==> config.mk <==
export PLATFORM = sky130hd
export DESIGN_NAME = foreground_bounding_box
export DESIGN_NICKNAME = d
export VERILOG_FILES = /design/src/rtl/fbb_pkg.sv /design/src/rtl/foreground_bounding_box.sv
export SDC_FILE = /design/constraint.sdc
export NUM_CORES = 1
export LEC_CHECK = 0
export BUFFER_PORTS_ARGS = -buffer_cell sky130_fd_sc_hd__buf_2
export CAP_MARGIN = 20
export CORE_UTILIZATION = 60
export CTS_CLUSTER_DIAMETER = 120
export DETAILED_ROUTE_END_ITERATION = 16
export PLACE_DENSITY = 0.85
export SYNTH_ARGS = -nofsm -noshare
export SYNTH_HDL_FRONTEND = slang
export SYNTH_SLANG_ARGS = --single-unit
==> constraint.sdc <==
create_clock -name clock -period 5.55 [get_ports clock]
set_clock_uncertainty 0.1 [all_clocks]
set_input_delay 0.555 -clock clock [delete_from_list [all_inputs] [get_ports clock]]
set_output_delay 0.555 -clock clock [all_outputs]
set_load 0.05 [all_outputs]
==> src/rtl/fbb_pkg.sv <==
`timescale 1ns / 1ps
// ----------------------------------------------------------------------------
// fbb_pkg
// Shared widths, limits and register map of the foreground bounding box.
// ----------------------------------------------------------------------------
package fbb_pkg;

   // frame geometry
   localparam int MAX_DIM        = 4096;
   localparam int DIM_W          = 13;   // width / height register
   localparam int COORD_W        = 12;   // column / row coordinate

   // background colours
   localparam int NUM_BG_COLORS  = 4;
   localparam int BG_REGS        = 4;    // colour registers in the map
   localparam int COLOR_W        = 24;
   localparam int CHAN_W         = 8;
   localparam int COUNT_W        = 3;

   // register port
   localparam int CSR_ADDR_W     = 5;
   localparam int CSR_DATA_W     = 32;
   localparam int REG_IDX_W      = 3;

   // register map, index = byte address / 4
   typedef enum logic [REG_IDX_W-1:0] {
      REG_FRAME_WIDTH  = 3'd0,
      REG_FRAME_HEIGHT = 3'd1,
      REG_BG_COUNT     = 3'd2,
      REG_BG_COLOR_0   = 3'd3,
      REG_BG_COLOR_1   = 3'd4,
      REG_BG_COLOR_2   = 3'd5,
      REG_BG_COLOR_3   = 3'd6
   } reg_idx_type;

   // reset values
   localparam logic [DIM_W-1:0]   FRAME_WIDTH_RST  = 13'd640;
   localparam logic [DIM_W-1:0]   FRAME_HEIGHT_RST = 13'd480;
   localparam logic [COUNT_W-1:0] BG_COUNT_RST     = 3'd1;

   // clamp a frame dimension to 1 .. MAX_DIM
   function automatic logic [DIM_W-1:0] clamp_dim(input logic [DIM_W-1:0] v);
      logic [DIM_W-1:0] r;
      if (v == '0) begin
         r = DIM_W'(1);
      end else if (v > DIM_W'(MAX_DIM)) begin
         r = DIM_W'(MAX_DIM);
      end else begin
         r = v;
      end
      return r;
   endfunction

endpackage

==> src/rtl/foreground_bounding_box.sv <==
`timescale 1ns / 1ps
// ----------------------------------------------------------------------------
// foreground_bounding_box
// Bounding box of the foreground pixels of a raster-order RGB frame.
// ----------------------------------------------------------------------------
// One pixel request can be taken every clock, save for the stall below. An
// accepted pixel sits in an input register, where it is compared against the
// background colours, and is folded into the column/row trackers as it leaves
// that register. The box of a frame is registered onto the rsp_ port as the
// frame's last pixel leaves the input register. The only stall is a last
// pixel of a frame meeting a result that has not yet been taken; every other
// pixel passes even while a result waits. Column and row are counted from
// frame_width and frame_height (0 acts as 1, above 4096 acts as 4096); a
// frame with no foreground gives found = 0 and an all-zero box. Registers
// sit at byte addresses 4*i: width, height, background count, then the four
// background colours (channel 0 in bits 7:0). Write them only while no pixel
// is in flight; the position counters carry over a change of frame size.
// ----------------------------------------------------------------------------
module foreground_bounding_box
   import fbb_pkg::*;
#(
   parameter int NUM_BG = NUM_BG_COLORS
) (
   input  logic                  clock,
   input  logic                  reset,
   // pixel requests
   input  logic                  req_valid,
   output logic                  req_ready,
   input  logic [CHAN_W-1:0]     req_pixel_ch0,
   input  logic [CHAN_W-1:0]     req_pixel_ch1,
   input  logic [CHAN_W-1:0]     req_pixel_ch2,
   // box results
   output logic                  rsp_valid,
   input  logic                  rsp_ready,
   output logic                  rsp_found,
   output logic [COORD_W-1:0]    rsp_left,
   output logic [COORD_W-1:0]    rsp_top,
   output logic [COORD_W-1:0]    rsp_right,
   output logic [COORD_W-1:0]    rsp_bottom,
   // register port
   input  logic                  csr_psel,
   input  logic                  csr_penable,
   input  logic                  csr_pwrite,
   input  logic [CSR_ADDR_W-1:0] csr_paddr,
   input  logic [CSR_DATA_W-1:0] csr_pwdata,
   output logic [CSR_DATA_W-1:0] csr_prdata,
   output logic                  csr_pready
);

   localparam int BG_CNT_W = $clog2(NUM_BG + 1) + 1;

   // configuration
   logic [DIM_W-1:0]   frame_width_ff;
   logic [DIM_W-1:0]   frame_height_ff;
   logic [COUNT_W-1:0] bg_count_ff;
   logic [COLOR_W-1:0] bg_color_ff [NUM_BG];
   logic               cfg_wr;
   reg_idx_type        cfg_idx;

   // input register
   logic               s1_valid_ff, s1_valid_in;
   logic [COLOR_W-1:0] s1_color_ff;
   logic               req_take;

   // trackers
   logic [COORD_W-1:0] col_ff, col_in;
   logic [COORD_W-1:0] row_ff, row_in;
   logic [COORD_W-1:0] min_col_ff, min_col_in;
   logic [COORD_W-1:0] min_row_ff, min_row_in;
   logic [COORD_W-1:0] max_col_ff, max_col_in;
   logic [COORD_W-1:0] max_row_ff, max_row_in;
   logic               any_fg_ff, any_fg_in;

   // result register
   logic               rsp_valid_ff, rsp_valid_in;
   logic               rsp_found_ff;
   logic [COORD_W-1:0] rsp_left_ff, rsp_top_ff, rsp_right_ff, rsp_bottom_ff;

   // datapath
   logic [DIM_W-1:0]    width_eff, height_eff;
   logic [BG_CNT_W-1:0] count_eff;
   logic                is_bg, fg;
   logic                col_last, row_last, frame_end;
   logic                s1_adv, fire, emit;
   logic [COORD_W-1:0]  min_col_nx, min_row_nx, max_col_nx, max_row_nx;
   logic                any_fg_nx;

   // ---------------------------------------------------------------- registers
   assign csr_pready = 1'b1;
   assign cfg_wr     = csr_psel & csr_penable & csr_pwrite;
   assign cfg_idx    = reg_idx_type'(csr_paddr[CSR_ADDR_W-1:2]);

   always_ff @(posedge clock) begin
      if (reset) begin
         frame_width_ff  <= FRAME_WIDTH_RST;
         frame_height_ff <= FRAME_HEIGHT_RST;
         bg_count_ff     <= BG_COUNT_RST;
         for (int k = 0; k < NUM_BG; k++) begin
            bg_color_ff[k] <= '0;
         end
      end else if (cfg_wr) begin
         if (cfg_idx == REG_FRAME_WIDTH) begin
            frame_width_ff <= csr_pwdata[DIM_W-1:0];
         end
         if (cfg_idx == REG_FRAME_HEIGHT) begin
            frame_height_ff <= csr_pwdata[DIM_W-1:0];
         end
         if (cfg_idx == REG_BG_COUNT) begin
            bg_count_ff <= csr_pwdata[COUNT_W-1:0];
         end
         // colours past the register map stay at zero
         for (int k = 0; k < NUM_BG; k++) begin
            if (k < BG_REGS && cfg_idx == reg_idx_type'(REG_BG_COLOR_0 + k)) begin
               bg_color_ff[k] <= csr_pwdata[COLOR_W-1:0];
            end
         end
      end
   end

   // read back
   always_comb begin
      csr_prdata = '0;
      case (cfg_idx)
         REG_FRAME_WIDTH:  csr_prdata = CSR_DATA_W'(frame_width_ff);
         REG_FRAME_HEIGHT: csr_prdata = CSR_DATA_W'(frame_height_ff);
         REG_BG_COUNT:     csr_prdata = CSR_DATA_W'(bg_count_ff);
         default: begin
            for (int k = 0; k < NUM_BG; k++) begin
               if (k < BG_REGS && cfg_idx == reg_idx_type'(REG_BG_COLOR_0 + k)) begin
                  csr_prdata = CSR_DATA_W'(bg_color_ff[k]);
               end
            end
         end
      endcase
   end

   // ---------------------------------------------------------------- input stage
   // a pixel may wait here only if it closes a frame and the result is held
   assign s1_adv    = ~(frame_end & rsp_valid_ff & ~rsp_ready);
   assign req_ready = ~s1_valid_ff | s1_adv;
   assign req_take  = req_valid & req_ready;
   assign fire      = s1_valid_ff & s1_adv;

   always_comb begin
      s1_valid_in = s1_valid_ff;
      if (req_take) begin
         s1_valid_in = 1'b1;
      end else if (fire) begin
         s1_valid_in = 1'b0;
      end
   end

   always_ff @(posedge clock) begin
      if (reset) begin
         s1_valid_ff <= 1'b0;
      end else begin
         s1_valid_ff <= s1_valid_in;
      end
      if (req_take) begin
         s1_color_ff <= {req_pixel_ch2, req_pixel_ch1, req_pixel_ch0};
      end
   end

   // ---------------------------------------------------------------- classify
   assign width_eff  = clamp_dim(frame_width_ff);
   assign height_eff = clamp_dim(frame_height_ff);
   assign count_eff  = ({1'b0, bg_count_ff} > (COUNT_W+1)'(NUM_BG))
                       ? BG_CNT_W'(NUM_BG) : BG_CNT_W'(bg_count_ff);

   always_comb begin
      is_bg = 1'b0;
      for (int k = 0; k < NUM_BG; k++) begin
         if (BG_CNT_W'(k) < count_eff && bg_color_ff[k] == s1_color_ff) begin
            is_bg = 1'b1;
         end
      end
   end

   assign fg        = ~is_bg;
   assign col_last  = ({1'b0, col_ff} + DIM_W'(1)) >= width_eff;
   assign row_last  = ({1'b0, row_ff} + DIM_W'(1)) >= height_eff;
   assign frame_end = col_last & row_last;
   assign emit      = fire & frame_end;

   // ---------------------------------------------------------------- trackers
   always_comb begin
      min_col_nx = (fg && col_ff < min_col_ff) ? col_ff : min_col_ff;
      min_row_nx = (fg && row_ff < min_row_ff) ? row_ff : min_row_ff;
      max_col_nx = (fg && col_ff > max_col_ff) ? col_ff : max_col_ff;
      max_row_nx = (fg && row_ff > max_row_ff) ? row_ff : max_row_ff;
      any_fg_nx  = any_fg_ff | fg;

      col_in     = col_ff;
      row_in     = row_ff;
      min_col_in = min_col_ff;
      min_row_in = min_row_ff;
      max_col_in = max_col_ff;
      max_row_in = max_row_ff;
      any_fg_in  = any_fg_ff;

      if (fire) begin
         if (frame_end) begin
            // clear for the next frame
            col_in     = '0;
            row_in     = '0;
            min_col_in = '1;
            min_row_in = '1;
            max_col_in = '0;
            max_row_in = '0;
            any_fg_in  = 1'b0;
         end else begin
            col_in     = col_last ? '0 : col_ff + COORD_W'(1);
            row_in     = col_last ? row_ff + COORD_W'(1) : row_ff;
            min_col_in = min_col_nx;
            min_row_in = min_row_nx;
            max_col_in = max_col_nx;
            max_row_in = max_row_nx;
            any_fg_in  = any_fg_nx;
         end
      end
   end

   always_ff @(posedge clock) begin
      if (reset) begin
         col_ff     <= '0;
         row_ff     <= '0;
         min_col_ff <= '1;
         min_row_ff <= '1;
         max_col_ff <= '0;
         max_row_ff <= '0;
         any_fg_ff  <= 1'b0;
      end else begin
         col_ff     <= col_in;
         row_ff     <= row_in;
         min_col_ff <= min_col_in;
         min_row_ff <= min_row_in;
         max_col_ff <= max_col_in;
         max_row_ff <= max_row_in;
         any_fg_ff  <= any_fg_in;
      end
   end

   // ---------------------------------------------------------------- result
   always_comb begin
      rsp_valid_in = rsp_valid_ff;
      if (emit) begin
         rsp_valid_in = 1'b1;
      end else if (rsp_ready) begin
         rsp_valid_in = 1'b0;
      end
   end

   always_ff @(posedge clock) begin
      if (reset) begin
         rsp_valid_ff <= 1'b0;
      end else begin
         rsp_valid_ff <= rsp_valid_in;
      end
      // empty frame reports an all-zero box
      if (emit) begin
         rsp_found_ff  <= any_fg_nx;
         rsp_left_ff   <= any_fg_nx ? min_col_nx : '0;
         rsp_top_ff    <= any_fg_nx ? min_row_nx : '0;
         rsp_right_ff  <= any_fg_nx ? max_col_nx : '0;
         rsp_bottom_ff <= any_fg_nx ? max_row_nx : '0;
      end
   end

   assign rsp_valid  = rsp_valid_ff;
   assign rsp_found  = rsp_found_ff;
   assign rsp_left   = rsp_left_ff;
   assign rsp_top    = rsp_top_ff;
   assign rsp_right  = rsp_right_ff;
   assign rsp_bottom = rsp_bottom_ff;

   // ---------------------------------------------------------------- checks
   // a result clears the trackers for the next frame
   a_clear_after_frame: assert property (@(posedge clock) disable iff (reset)
      emit |=> (col_ff == '0 && row_ff == '0 && !any_fg_ff))
      else $error("trackers not cleared after frame end");

   // an empty frame carries an all-zero box
   a_empty_box_zero: assert property (@(posedge clock) disable iff (reset)
      (rsp_valid_ff && !rsp_found_ff) |->
      (rsp_left_ff == '0 && rsp_top_ff == '0 && rsp_right_ff == '0 && rsp_bottom_ff == '0))
      else $error("empty frame with non-zero box");

   // a found box is well ordered
   a_box_ordered: assert property (@(posedge clock) disable iff (reset)
      (rsp_valid_ff && rsp_found_ff) |->
      (rsp_left_ff <= rsp_right_ff && rsp_top_ff <= rsp_bottom_ff))
      else $error("box corners out of order");

   // a stalled pixel blocks new requests
   a_stall_blocks: assert property (@(posedge clock) disable iff (reset)
      (s1_valid_ff && !s1_adv) |-> !req_ready)
      else $error("request taken over a stalled pixel");

   // an accepted request reaches the input register
   a_take_holds: assert property (@(posedge clock) disable iff (reset)
      req_take |=> s1_valid_ff)
      else $error("accepted pixel lost");

endmodule

==> qor.csv <==
metric;value;unit
die_x;162;um
drive_gt1_share;15.4;%
finalCoreUtilization;68.3;%
ys_seq_area_share;46.7;%
dp_cells;1863;
synth_top_area_share;33.1;%
synth_cell_types;74;
crit_path_top_delay_cell;dfxtp_1;
ys_seq_elements;273;
cts-hold-fix-buffers;0;
drt_first_pass_iters;8;
grt_pass1_wl;63200;um
cts_buffer_depth;3;
tritoncts.num_buffers;29;
leakage;0.00707;uW
synth_edf_count;169;
detail_route.wl_per_cell;21.2;um
place_area;16100;sq um
fp-row-count;58;
clk_latency;0.55;ns
worstPathCellList;ha_1, and3_1, and3_1, nand2_1, nor2_1, xor2_1, ha_1, a21o_1, a21oi_1, nor3b_1, a21o_1, nor2_1, nand2_1, buf_2;
multi_input_comb_area;7550;sq um
critPathLaunchType;flop;
required;4.89;ns
die_area;26200;sq um
critPathCaptureType;output port;
synth-main-ff-cell;edfxtp_1;
finalNonFillerCells;1918;
worstSetupPathType;reg2out;
timing.rr.start;row_ff[1];
worstSetupStartpoint;row_ff[1];
arrival;4.36;ns
clkTransAtPathRegs;0.06;ns
critPathBufInv;1;
hold_viol;0;
drt_wl_total;40700;um
min_path_type;in2reg;
post_synth.cell_area_avg;10.3;sq um
cellPowerDensity;282;nW/um^2
clock-sinks;273;
syn_area;15300;sq um
cts_tree;yes;
post-cts-setup-buffers;0;
synth_warnings;0;
grt.total_usage;31.0;%
die_y;162;um
rsz0062_at_grt;no;
crit_fanout;13;
cp_top_family;simple AND/OR/NAND/NOR gates;
fin_crit_sh;90.4;%
synth.area.top_cells;edfxtp_1, dfxtp_1, ha_1, xor2_1, a22o_1;
grt_overflow;0;
ant_nets;0;
num-fill-cells;1891;
antenna_found_initial;0;
ios;152;
final_common_cell;edfxtp_1;
area_growth;11.9;%
timing.hold.ws;0.0749;ns
max_freq;199;MHz
via_per_inst;6.28;
gp_congestion;0.998;
worstHoldStart;req_pixel_ch2[0];
cts_resized;0;
grt_max_degree;58;
max-cap-violations;0;
dp_hpwl;28700;um
finalInstanceArea;17100;sq um
regArea;7160;sq um
drtIter0Drc;975;
tightest_slew;1.16;ns
nNetsFinal;1708;
mostFrequentLayoutCells;edfxtp_1, buf_2, nand2_1, dfxtp_1, nor2_1;
io_buffers;132;
initial_core_util;61.0;%
netlist_instances;1486;
setup_viol;0;
relSlewSlack;20.7;%
insertedDiodeCount;0;
clock_tree.root_cell;clkbuf_16;
async_reset_ff_share;0;%
period_minus_slack;5.02;ns
cpPeakStageDelay;0.57;ns
peakVddDrop;0.288;mV
core;25100;sq um
reg2reg_slack;0.92;ns
yosys.area.top_type;edfxtp_1;
htree_num_levels;1;
status;finished clean;
grt_pass1_vias;11597;
drv_slew;0;
drcViolationCount;0;
setup-tns-final;0;ns
num_vias;12047;
## stage by stage
step	worst slack [ns]	total power, uW
2_1_floorplan	0.928	2670
3_3_place_gp	1.19	2840
3_5_place_dp	1.09	2850
4_1_cts	0.621	4840
5_1_grt	0.269	4960
6_report	0.532	4840
## area by class of cell
cell class	instances	share of cell area (%)
multi-input cells	1057	44.0
inverters	58	1.27
clock inverters	14	0.942
clock buffers	39	4.93
well taps	330	2.41
flip-flops and latches	273	41.7
repair buffers	147	4.66
## layer usage
| metal | wire (um) | global-route usage [%] | up-vias |
|---|---|---|---|
| met5 | 0 | 0 | - |
| met4 | 2370 | 16.5 | 0 |
| met3 | 2690 | 4.21 | 136 |
| met2 | 20100 | 54.5 | 602 |
| met1 | 15600 | 36.9 | 5756 |
| li1 | - | - | 5553 |
## Yosys cell counts (11+ instances only)
library cell / number
nor3_1: 14
inv_1: 57
nand3_1: 18
ha_1: 74
nor4_1: 31
o21ai_0: 32
edfxtp_1: 169
nor2b_1: 13
dfxtp_1: 104
and2_1: 97
nand4_1: 27
o41ai_2: 17
clkbuf_1: 62
buf_4: 11
buf_1: 18
nand4b_1: 25
a22o_1: 70
nor2_1: 104
a21o_1: 29
xnor2_1: 34
xor2_1: 82
nand2_1: 123
a21oi_1: 80
mux2i_1: 48
## logic make-up after synthesis
group                    Yosys count  share of synthesized area, %
XOR/XNOR                         116                          6.63
AO/OA/AOI/OAI                    304                          15.0
multiplexers                      53                          3.53
flip-flops                       273                          46.7
adder cells (fa/ha/maj)           74                          6.04
other                              2                        0.0490
buffers and inverters            163                          4.62
AND/OR/NAND/NOR                  501                          17.4
## path summary, 6_finish.rpt
kind	endpoint	cells after the start
max	req_ready	14
min	s1_color_ff[16]	1
max reg2reg	max_row_ff[8]	14
min reg2reg	frame_height_ff[12]	2
## flip-flops by register name, indices dropped and copies added, names as in the netlist
register,cells
any_fg_ff,1
bg_color_ff,96
bg_count_ff,3
col_ff,12
frame_height_ff,13
frame_width_ff,13
max_col_ff,12
max_row_ff,12
min_col_ff,12
min_row_ff,12
row_ff,12
rsp_bottom,12
rsp_found,1
rsp_left,12
rsp_right,12
rsp_top,12
rsp_valid,1
s1_color_ff,24
s1_valid_ff,1
## where the power goes
group | internal, uW | total, uW | leakage [uW] | switching, uW
Combinational | 162 | 527 | 0.00414 | 365
Clock | 1210 | 2020 | 0.000483 | 810
Sequential | 2220 | 2290 | 0.00244 | 72.6
Total | 3590 | 4840 | 0.00707 | 1250
Power figures use the tool's default switching activity.
